### src/hw/rtl/at_ipd_frame_parser_top_macros.svh
// Assertion helpers for the IPD frame parser. Each macro expects a clock
// named clk and a synchronous reset named rst in the using module.
`ifndef AT_IPD_FRAME_PARSER_TOP_MACROS_SVH
`define AT_IPD_FRAME_PARSER_TOP_MACROS_SVH

// Condition that must hold at every clock edge outside reset.
`define ATIPD_ASSERT(label, cond, msg) \
  label: assert property (@(posedge clk) disable iff (rst) (cond)) else $error(msg);

// Same-cycle implication.
`define ATIPD_ASSERT_IMP(label, ante, cons, msg) \
  label: assert property (@(posedge clk) disable iff (rst) (ante) |-> (cons)) \
    else $error(msg);

`endif

### src/hw/rtl/atipd_pkg.sv
// ----------------------------------------------------------------------------
// atipd_pkg
// Types and constants shared by the IPD frame parser.
// ----------------------------------------------------------------------------
package atipd_pkg;

  localparam int MAX_PAYLOAD = 1024;
  // Length register holds 0..MAX_PAYLOAD; the trial length needs room for x10+9.
  localparam int LEN_W  = $clog2(MAX_PAYLOAD + 1);
  localparam int NEXT_W = LEN_W + 4;

  localparam logic [7:0]  CH_PLUS  = 8'h2B;
  localparam logic [7:0]  CH_COLON = 8'h3A;
  localparam logic [7:0]  CH_ZERO  = 8'h30;
  localparam logic [7:0]  CH_NINE  = 8'h39;
  localparam logic [31:0] IPD_WORD = 32'h4950442C;  // "IPD,"

  localparam logic [1:0]  PREFIX_LAST = 2'd3;

  typedef enum logic [1:0] {
    PH_HUNT   = 2'd0,
    PH_PREFIX = 2'd1,
    PH_LENGTH = 2'd2,
    PH_DATA   = 2'd3
  } phase_t;

  typedef struct packed {
    logic [7:0] payload_byte;
    logic       last_of_frame;
    logic       length_error;
  } result_t;

endpackage

### src/hw/rtl/at_ipd_frame_parser_top.sv
// ----------------------------------------------------------------------------
// at_ipd_frame_parser_top
// Extracts '+IPD,<len>:<payload>' frames from an AT reply byte stream.
// ----------------------------------------------------------------------------
// One received byte is taken per clock while in_stall is low; the parse
// step is combinational logic from the phase and length registers, and a
// result is registered into the output register. A skid register behind it
// lets the parser take one more byte while a result is held by out_stall;
// in_stall rises only once both are full. Payload bytes are
// passed on one per byte, the last one flagged; a malformed or oversized
// length (above MAX_PAYLOAD) gives one error item with a zero byte, while an
// empty or zero length silently drops the frame. Prefix mismatches are
// dropped without rescanning the four prefix bytes.
module at_ipd_frame_parser_top (
  input  logic       clk,
  input  logic       rst,
  input  logic       in_valid,
  output logic       in_stall,
  input  logic [7:0] rx_byte,
  output logic       out_valid,
  input  logic       out_stall,
  output logic [7:0] payload_byte,
  output logic       last_of_frame,
  output logic       length_error
);
  import atipd_pkg::*;

  `include "at_ipd_frame_parser_top_macros.svh"

  phase_t           phase, phase_next;
  logic [23:0]      prefix, prefix_next;
  logic [1:0]       prefix_cnt, prefix_cnt_next;
  logic [LEN_W-1:0] len_acc, len_acc_next;
  logic [LEN_W-1:0] remaining, remaining_next;

  result_t          res, out_reg, skid_reg;
  logic             res_hit;
  logic             skid_valid;
  logic             in_fire, out_fire;

  logic             is_digit;
  logic [NEXT_W-1:0] len_trial;

  assign in_stall = skid_valid;
  assign in_fire  = in_valid && !skid_valid;
  assign out_fire = out_valid && !out_stall;

  assign is_digit  = (rx_byte >= CH_ZERO) && (rx_byte <= CH_NINE);
  // len*10 + digit; '0'..'9' carry the digit in the low nibble
  assign len_trial = {1'b0, len_acc, 3'b000} + {3'b000, len_acc, 1'b0}
                   + {{(NEXT_W-4){1'b0}}, rx_byte[3:0]};

  always_comb begin
    phase_next      = phase;
    prefix_next     = prefix;
    prefix_cnt_next = prefix_cnt;
    len_acc_next    = len_acc;
    remaining_next  = remaining;
    res             = '0;
    res_hit         = 1'b0;
    if (in_fire) begin
      unique case (phase)
        PH_HUNT: begin
          if (rx_byte == CH_PLUS) begin
            phase_next      = PH_PREFIX;
            prefix_next     = '0;
            prefix_cnt_next = '0;
          end
        end
        PH_PREFIX: begin
          prefix_next     = {prefix[15:0], rx_byte};
          prefix_cnt_next = prefix_cnt + 2'd1;
          if (prefix_cnt == PREFIX_LAST) begin
            prefix_next     = '0;
            prefix_cnt_next = '0;
            len_acc_next    = '0;
            remaining_next  = '0;
            phase_next      = ({prefix, rx_byte} == IPD_WORD) ? PH_LENGTH : PH_HUNT;
          end
        end
        PH_LENGTH: begin
          if (rx_byte == CH_COLON) begin
            len_acc_next = '0;
            if (len_acc == '0) begin
              phase_next = PH_HUNT;
            end else begin
              remaining_next = len_acc;
              phase_next     = PH_DATA;
            end
          end else if (is_digit && (len_trial <= NEXT_W'(MAX_PAYLOAD))) begin
            len_acc_next = len_trial[LEN_W-1:0];
          end else begin
            // bad character or oversized length
            phase_next        = PH_HUNT;
            len_acc_next      = '0;
            res.length_error  = 1'b1;
            res_hit           = 1'b1;
          end
        end
        PH_DATA: begin
          res.payload_byte = rx_byte;
          res_hit          = 1'b1;
          if (remaining <= LEN_W'(1)) begin
            res.last_of_frame = 1'b1;
            remaining_next    = '0;
            phase_next        = PH_HUNT;
          end else begin
            remaining_next = remaining - LEN_W'(1);
          end
        end
      endcase
    end
  end

  always_ff @(posedge clk) begin
    if (rst) begin
      phase      <= PH_HUNT;
      prefix     <= '0;
      prefix_cnt <= '0;
      len_acc    <= '0;
      remaining  <= '0;
    end else begin
      phase      <= phase_next;
      prefix     <= prefix_next;
      prefix_cnt <= prefix_cnt_next;
      len_acc    <= len_acc_next;
      remaining  <= remaining_next;
    end
  end

  // Output register with one skid entry behind it
  always_ff @(posedge clk) begin
    if (rst) begin
      out_valid  <= 1'b0;
      skid_valid <= 1'b0;
    end else if (out_fire || !out_valid) begin
      if (skid_valid) begin
        out_valid  <= 1'b1;
        skid_valid <= 1'b0;
      end else begin
        out_valid <= res_hit;
      end
    end else if (res_hit) begin
      skid_valid <= 1'b1;
    end
  end

  always_ff @(posedge clk) begin
    if (out_fire || !out_valid) begin
      out_reg <= skid_valid ? skid_reg : res;
    end
    if (!(out_fire || !out_valid) && res_hit) begin
      skid_reg <= res;
    end
  end

  assign payload_byte  = out_reg.payload_byte;
  assign last_of_frame = out_reg.last_of_frame;
  assign length_error  = out_reg.length_error;

  `ATIPD_ASSERT_IMP(a_skid_behind_out, skid_valid, out_valid,
    "skid entry held without a valid output")
  `ATIPD_ASSERT_IMP(a_skid_fill_cause, $rose(skid_valid), $past(out_valid && out_stall),
    "skid filled while the output was free")
  `ATIPD_ASSERT_IMP(a_data_has_count, phase == PH_DATA, remaining != '0,
    "data phase with no bytes remaining")
  `ATIPD_ASSERT_IMP(a_error_item_clean, out_valid && length_error,
    (payload_byte == 8'h00) && !last_of_frame, "error item carries payload")
  `ATIPD_ASSERT(a_len_in_range, len_acc <= LEN_W'(MAX_PAYLOAD),
    "length accumulator beyond maximum")

endmodule
### config.mk
export PLATFORM = sky130hd
export DESIGN_NAME = at_ipd_frame_parser_top
export DESIGN_NICKNAME = d
export VERILOG_FILES = /design/src/hw/rtl/atipd_pkg.sv /design/src/hw/rtl/at_ipd_frame_parser_top.sv
export VERILOG_INCLUDE_DIRS = /design/src /design/src/hw/rtl
export SDC_FILE = /design/constraint.sdc
export NUM_CORES = 1
export LEC_CHECK = 0
export BUFFER_PORTS_ARGS = -buffer_cell sky130_fd_sc_hd__clkbuf_2
export CORE_MARGIN = 2
export CORE_UTILIZATION = 52
export CTS_BUF_LIST = sky130_fd_sc_hd__clkbuf_4 sky130_fd_sc_hd__clkbuf_8
export DETAILED_ROUTE_END_ITERATION = 8
export GPL_TIMING_DRIVEN = 0
export HOLD_SLACK_MARGIN = 0.1
export PLACE_DENSITY_LB_ADDON = 0.08
export SYNTH_ARGS = -nofsm -noshare
export SYNTH_HDL_FRONTEND = slang
export SYNTH_SLANG_ARGS = --single-unit
### constraint.sdc
create_clock -name clk -period 6.1 [get_ports clk]
set_clock_uncertainty 0.1 [all_clocks]
set_input_delay 0.915 -clock clk [delete_from_list [all_inputs] [get_ports clk]]
set_output_delay 0.915 -clock clk [all_outputs]
set_load 0.01 [all_outputs]
# Yosys cells after proc, flatten, opt, wreduce, memory -nomap -nowiden

Cells that the tools add are included.

Bits in registers: 72
Input bits: 12
Word-level logic and storage cells: 86
Output and inout port bits: 12

Eq/ne operators: 13
Reduce and logical (&&, ||, !) cells: 20
Muxes and demuxes: 32
Magnitude comparators: 4
$add $sub $neg: 4

Operator list:

| cell                                                               | number |
|---|---|
| 2-to-1 mux 11 bit                                                  | 6 |
| 2-to-1 mux 24 bit                                                  | 2 |
| one-hot mux 24 bit (2 select lines)                                | 1 |
| one-hot mux 11 bit (3 select lines)                                | 1 |
| equality test 32 x 31 -> 1 bit (second input constant)             | 1 |
| one-hot mux 11 bit (2 select lines)                                | 1 |
| 2-to-1 mux 10 bit                                                  | 2 |
| 2-to-1 mux 2 bit                                                   | 9 |
| equality test 8 x 6 -> 1 bit (second input constant)               | 2 |
| adder 14 x 12 -> 15 bit                                            | 1 |
| adder 15 x 4 -> 15 bit                                             | 1 |
| less-or-equal comparator 15 x 11 -> 1 bit (second input constant)  | 1 |
| less-or-equal comparator 11 x 1 -> 1 bit (second input constant)   | 1 |
| zero test 11 bit                                                   | 1 |
| subtractor 11 x 1 -> 11 bit (second input constant)                | 1 |
| != test 2 bit (second input constant)                              | 5 |
| AND reduction 5 bit                                                | 2 |
| 2-to-1 mux 9 bit                                                   | 1 |
| greater-or-equal comparator 8 x 6 -> 1 bit (second input constant) | 1 |
| less-or-equal comparator 8 x 6 -> 1 bit (second input constant)    | 1 |
| one-hot mux 2 bit (4 select lines)                                 | 1 |
| equality test 2 bit (second input constant)                        | 3 |
| 2-to-1 mux 1 bit                                                   | 6 |
| AND reduction 3 bit                                                | 2 |
| 12 further kinds                                                   | 20 |

# Depth between registers and ports, before layout

Depth in word-level cells: 9
Depth in mapped cells: 11
Depth with buffers taken out: 10

# Worst setup path after synthesis

No wires, ideal clock.

Path type: in2reg
Start point: input rx_byte[3]
End point: register skid_reg[0] in the netlist's numbering, enable pin
Library setup time: 380 ps
Cell stages on the path: 9
Data required time: 5620 ps
Path buffers: 0
Setup slack: 1995 ps
Arrival time: 3625 ps
Cells stage by stage: fa_1 -> ha_1 -> a211oi_1 -> o211ai_1 -> a2111oi_1 -> nor3_2 -> or3b_1 -> o21ai_1 -> a21oi_1

Longest elaborated chain between the ends: 8
Elaborated cells on any way between the ends: 12
Those cells by class: add/sub (1); order compare (3); eq/ne (1); mux (4); reduce/logical (3)

Ends and longest elaborated chain:

| element                                                                               | line                                                         | text |
|---|---|---|
| from (decl)                                                                           | at_ipd_frame_parser_top.sv:19                                | `input logic [7:0] rx_byte,` |
| adder 15 x 4 -> 15 bit (tied with other cells)                                        | at_ipd_frame_parser_top.sv:51                                | `+ {{(NEXT_W-4){1'b0}}, rx_byte[3:0]};` |
| less-or-equal comparator 15 x 11 -> 1 bit / logical AND 1 bit (equally long branches) | at_ipd_frame_parser_top.sv:90, at_ipd_frame_parser_top.sv:48 |  |
| logical AND 1 bit                                                                     | at_ipd_frame_parser_top.sv:90                                | `end else if (is_digit && (len_trial <= NEXT_W'(MAX_PAYLOAD))) begin` |
| 2-to-1 mux 1 bit                                                                      | at_ipd_frame_parser_top.sv:90                                |  |
| 2-to-1 mux 1 bit *                                                                    | at_ipd_frame_parser_top.sv:82                                | `if (rx_byte == CH_COLON) begin` |
| one-hot mux 1 bit (2 select lines) *                                                  | at_ipd_frame_parser_top.sv:62                                | `unique case (phase)` |
| 2-to-1 mux 1 bit *                                                                    | at_ipd_frame_parser_top.sv:61                                | `if (in_fire) begin` |
| logical AND 1 bit *                                                                   | at_ipd_frame_parser_top.sv:152                               | `if (!(out_fire \|\| !out_valid) && res_hit) begin` |
| to (signal assigned)                                                                  | at_ipd_frame_parser_top.sv:153                               | `skid_reg <= res;` |
| to (decl)                                                                             | at_ipd_frame_parser_top.sv:36                                | `result_t res, out_reg, skid_reg;` |

Every way passes the cells marked *; elsewhere a longest branch is shown, timed or not.
A chain may end at the register's enable or synchronous reset.

# Worst setup path after layout

Start point: input rx_byte[3]
End point: register skid_reg[8] in the netlist's numbering, enable pin

Same word-level chain as after synthesis.

==> flow_summary.rst <==
.. list-table::
   :header-rows: 1

   * - Metric
     - Value
   * - Remaining max-slew budget at the tightest pin
     - between 30% and 40%
   * - Wire length of the first global-routing pass
     - ~16000 µm
   * - Final core area utilization
     - between 50% and 60%
   * - Flip-flop count of the largest register after layout
     - 24
   * - Maximum capacitance violations
     - 0
   * - Total area of multi-input combinational cells
     - 2220 µm²
   * - Area Overhead vs Synth
     - 11.9%
   * - Aggregate routed wire length
     - approximately 9400 µm
   * - Most frequent standard cell in the layout excluding fill and tap cells
     - nand2_1
   * - Post-Place Setup Slack
     - 1260 ps
   * - Total Die Area
     - 8530 µm²
   * - Worst stage delay on the critical path
     - approximately 750 ps
   * - Cell Area, Synth
     - 4060 µm²
   * - Worst IR Drop VDD
     - 0.105 mV
   * - Maximum frequency from static timing analysis
     - 224 MHz
   * - Ys Warns
     - 0
   * - Clock slew at reported path FFs
     - around 80 ps
   * - Weighted congestion at the end of routability-driven global placement
     - 0.835
   * - Transition time at the pin with the least slew margin
     - 910 ps
   * - Initial antenna violation count
     - 0
   * - Top reg by flops
     - prefix
   * - Post-route non-filler standard cell count
     - 604
   * - Count of different cell masters after synthesis
     - slightly above 60
   * - Critical-path cell with the highest stage delay
     - a21oi_1
   * - Largest fanout on the critical path
     - 10
   * - Startpoint types
     - input port
   * - Average cell area after synthesis
     - 8.75 µm²
   * - Final Hold Slack
     - 357 ps
   * - Final Power
     - roughly 1 mW
   * - Post-Syn Nets
     - 502
   * - PnR worst setup slack
     - 1640 ps
   * - Ratio of cells with drive above 1 in the final layout
     - between 10% and 20%
   * - Placed instance area
     - 4300 µm²
   * - Share of synthesized area occupied by flip-flops and latches
     - 40.4%
   * - Clk root buf
     - clkbuf_8
   * - Die Span X
     - between 90 and 100 µm
   * - Top area cells in the synthesized netlist
     - dfxtp_1 (26%), edfxtp_1 (15%), ha_1 (7.4%)
   * - Critical-path cell list
     - clkbuf_2 > fa_1 > ha_1 > a211oi_1 > o211ai_1 > a2111oi_1 > nor3_2 > or3b_1 > o21ai_1 > a21oi_1
   * - CTS H-Tree Depth
     - 3
   * - Power per cell area
     - 218 nW/µm²
   * - Endpoint kind of the worst setup timing path
     - flip-flop
   * - Arrival time of the worst setup path
     - 4320 ps
   * - Number of port buffers
     - 22
   * - Post-detailed-route via-to-cell ratio
     - 5.77
   * - Count of standard-cell rows
     - 32
   * - Core area
     - 7650 µm²
   * - Number of buffers inserted during clock tree synthesis
     - 9
   * - Path category of the worst min-delay check
     - flip-flop to flip-flop
   * - Data required time of the worst path
     - about 6000 ps
   * - Final global-route overflow total
     - 0
   * - Maximum number of pins on one net before global-route repair
     - 14
   * - Count of unresolved DRC violations after routing
     - 0
   * - Global-route total usage across every layer
     - 23.0%
   * - Antenna diode count
     - 0
   * - Number of instances in the placed design
     - 588
   * - Total number of vias
     - 3485
   * - Number of top-level design ports
     - 24
   * - Vertical extent of the die
     - just over 90 µm
   * - Detailed-route wire length per cell
     - 15.6 µm
   * - Number of slew-limit violations in the final report
     - 0
   * - Initial Utilization
     - 53.1%
   * - Final Hold Vio Count
     - 0
   * - Main synth FF type
     - dfxtp_1
   * - Number of buffers inserted by post-CTS setup repair
     - 0
   * - Resized cells post-CTS
     - 0
   * - Number of instances in the synthesized netlist
     - 464
   * - FF+latch count, synth
     - 72
   * - Most frequent cells in the layout
     - nand2_1 (54), a21oi_1 (53), dfxtp_1 (52)
   * - Fin crit share
     - 73.1%
   * - Static leakage
     - 1.78 nW
   * - Nets
     - 535
   * - Finished layout cell area
     - 4540 µm²
   * - RSZ-0062 raised after global routing
     - false
   * - Via count of the first global-routing pass
     - 3205
   * - Final setup violation count
     - 0
   * - Buffers from clock root to sink, at most
     - 2
   * - Synth async-reset ratio
     - 0%
   * - CTS tree
     - yes
   * - Initial DRC count
     - 187
   * - Storage element area
     - between 1500 and 2000 µm²
   * - Biggest regs
     - prefix (24), len_acc (11), remaining (11)
   * - Layout filler cell count
     - approximately 730
   * - Count of flip-flops with a built-in enable after synthesis
     - 20
   * - Post-DP HPWL
     - 7020 µm
   * - Hold_buf cts
     - 0
   * - Worst-skew pair later-pin latency
     - 340 ps
   * - Synth area leader
     - dfxtp_1
   * - Status
     - finished, final reports clean
   * - TNS Setup
     - 0 ps
   * - Area share of the largest cell type after synthesis
     - between 20% and 30%
   * - Post-route ant nets
     - 0
   * - Min Tclk post-route
     - about 4500 ps
   * - First-pass iteration count of the detailed router
     - 4
   * - Critical path start-end classification
     - input port to flip-flop
   * - Number of clock sinks seen by CTS
     - 72
power breakdown:
group | switching (mW) | internal [mW] | total, mW
Sequential | 0.000530 | 0.489 | 0.489
Clock | 0.186 | 0.279 | 0.465
Combinational | 0.0240 | 0.0104 | 0.0344
Total | 0.211 | 0.778 | 0.989
layer usage:
layer	global-route usage [%]	up-vias	share of wire, %
li1	-	1743	-
met4	7.21	0	1.3
met3	3.25	9	4.6
met5	0	-	0
met2	35.5	101	45
met1	33.2	1632	49
kinds of logic after synthesis:
logic type / after synthesis / share of synthesized area, %
xor gates and xnor gates: 15 / 3.24
and+or+nand+nor: 195 / 25.2
buffers and inverters: 42 / 4.84
DFF: 72 / 40.4
AOI/OAI and AO/OA: 111 / 17.1
adders and majority gates: 26 / 8.38
muxes: 3 / 0.740
Yosys cell counts, types with 5 or more instances:
| cell | number |
|---|---|
| nor2_1 | 33 |
| a21oi_1 | 53 |
| xor2_1 | 11 |
| and2_1 | 10 |
| a21o_1 | 12 |
| nand2b_1 | 6 |
| nor4_1 | 7 |
| edfxtp_1 | 20 |
| nand2_1 | 54 |
| dfxtp_1 | 52 |
| inv_1 | 16 |
| nand3_1 | 35 |
| a211oi_1 | 8 |
| clkbuf_1 | 20 |
| ha_1 | 24 |
| nand4_1 | 16 |
| o21ai_0 | 7 |
| nor3_1 | 5 |
path summary, 6_finish.rpt:
kind              start  slack [ps]     endpoint  depth (start not counted)
max          rx_byte[3]        1640  skid_reg[8]                         10
min          prefix[19]         360   prefix[19]                          2
max reg2reg  len_acc[0]        1920  skid_reg[8]                          9
min reg2reg  prefix[19]         360   prefix[19]                          2
worst max-delay path: cells and delay by family:
| kind | cells | cell delay (ps) |
|---|---|---|
| AOI/OAI and AO/OA | 5 | 2000 |
| adders and majority gates | 2 | 890 |
| and+or+nand+nor | 2 | 350 |
| buffers and inverters | 1 | 160 |
cell type report:
type                            count  area share, %
Clock buffer                       10           2.89
Timing Repair Buffer               22           2.42
Tap cell                          102           2.81
Clock inverter                      6           2.53
Inverter                           16           1.32
Buffer                             26           3.00
Multi-Input combinational cell    350           48.9
Sequential cell                    72           36.1
Note: power is estimated with default switching activity, not from simulation.
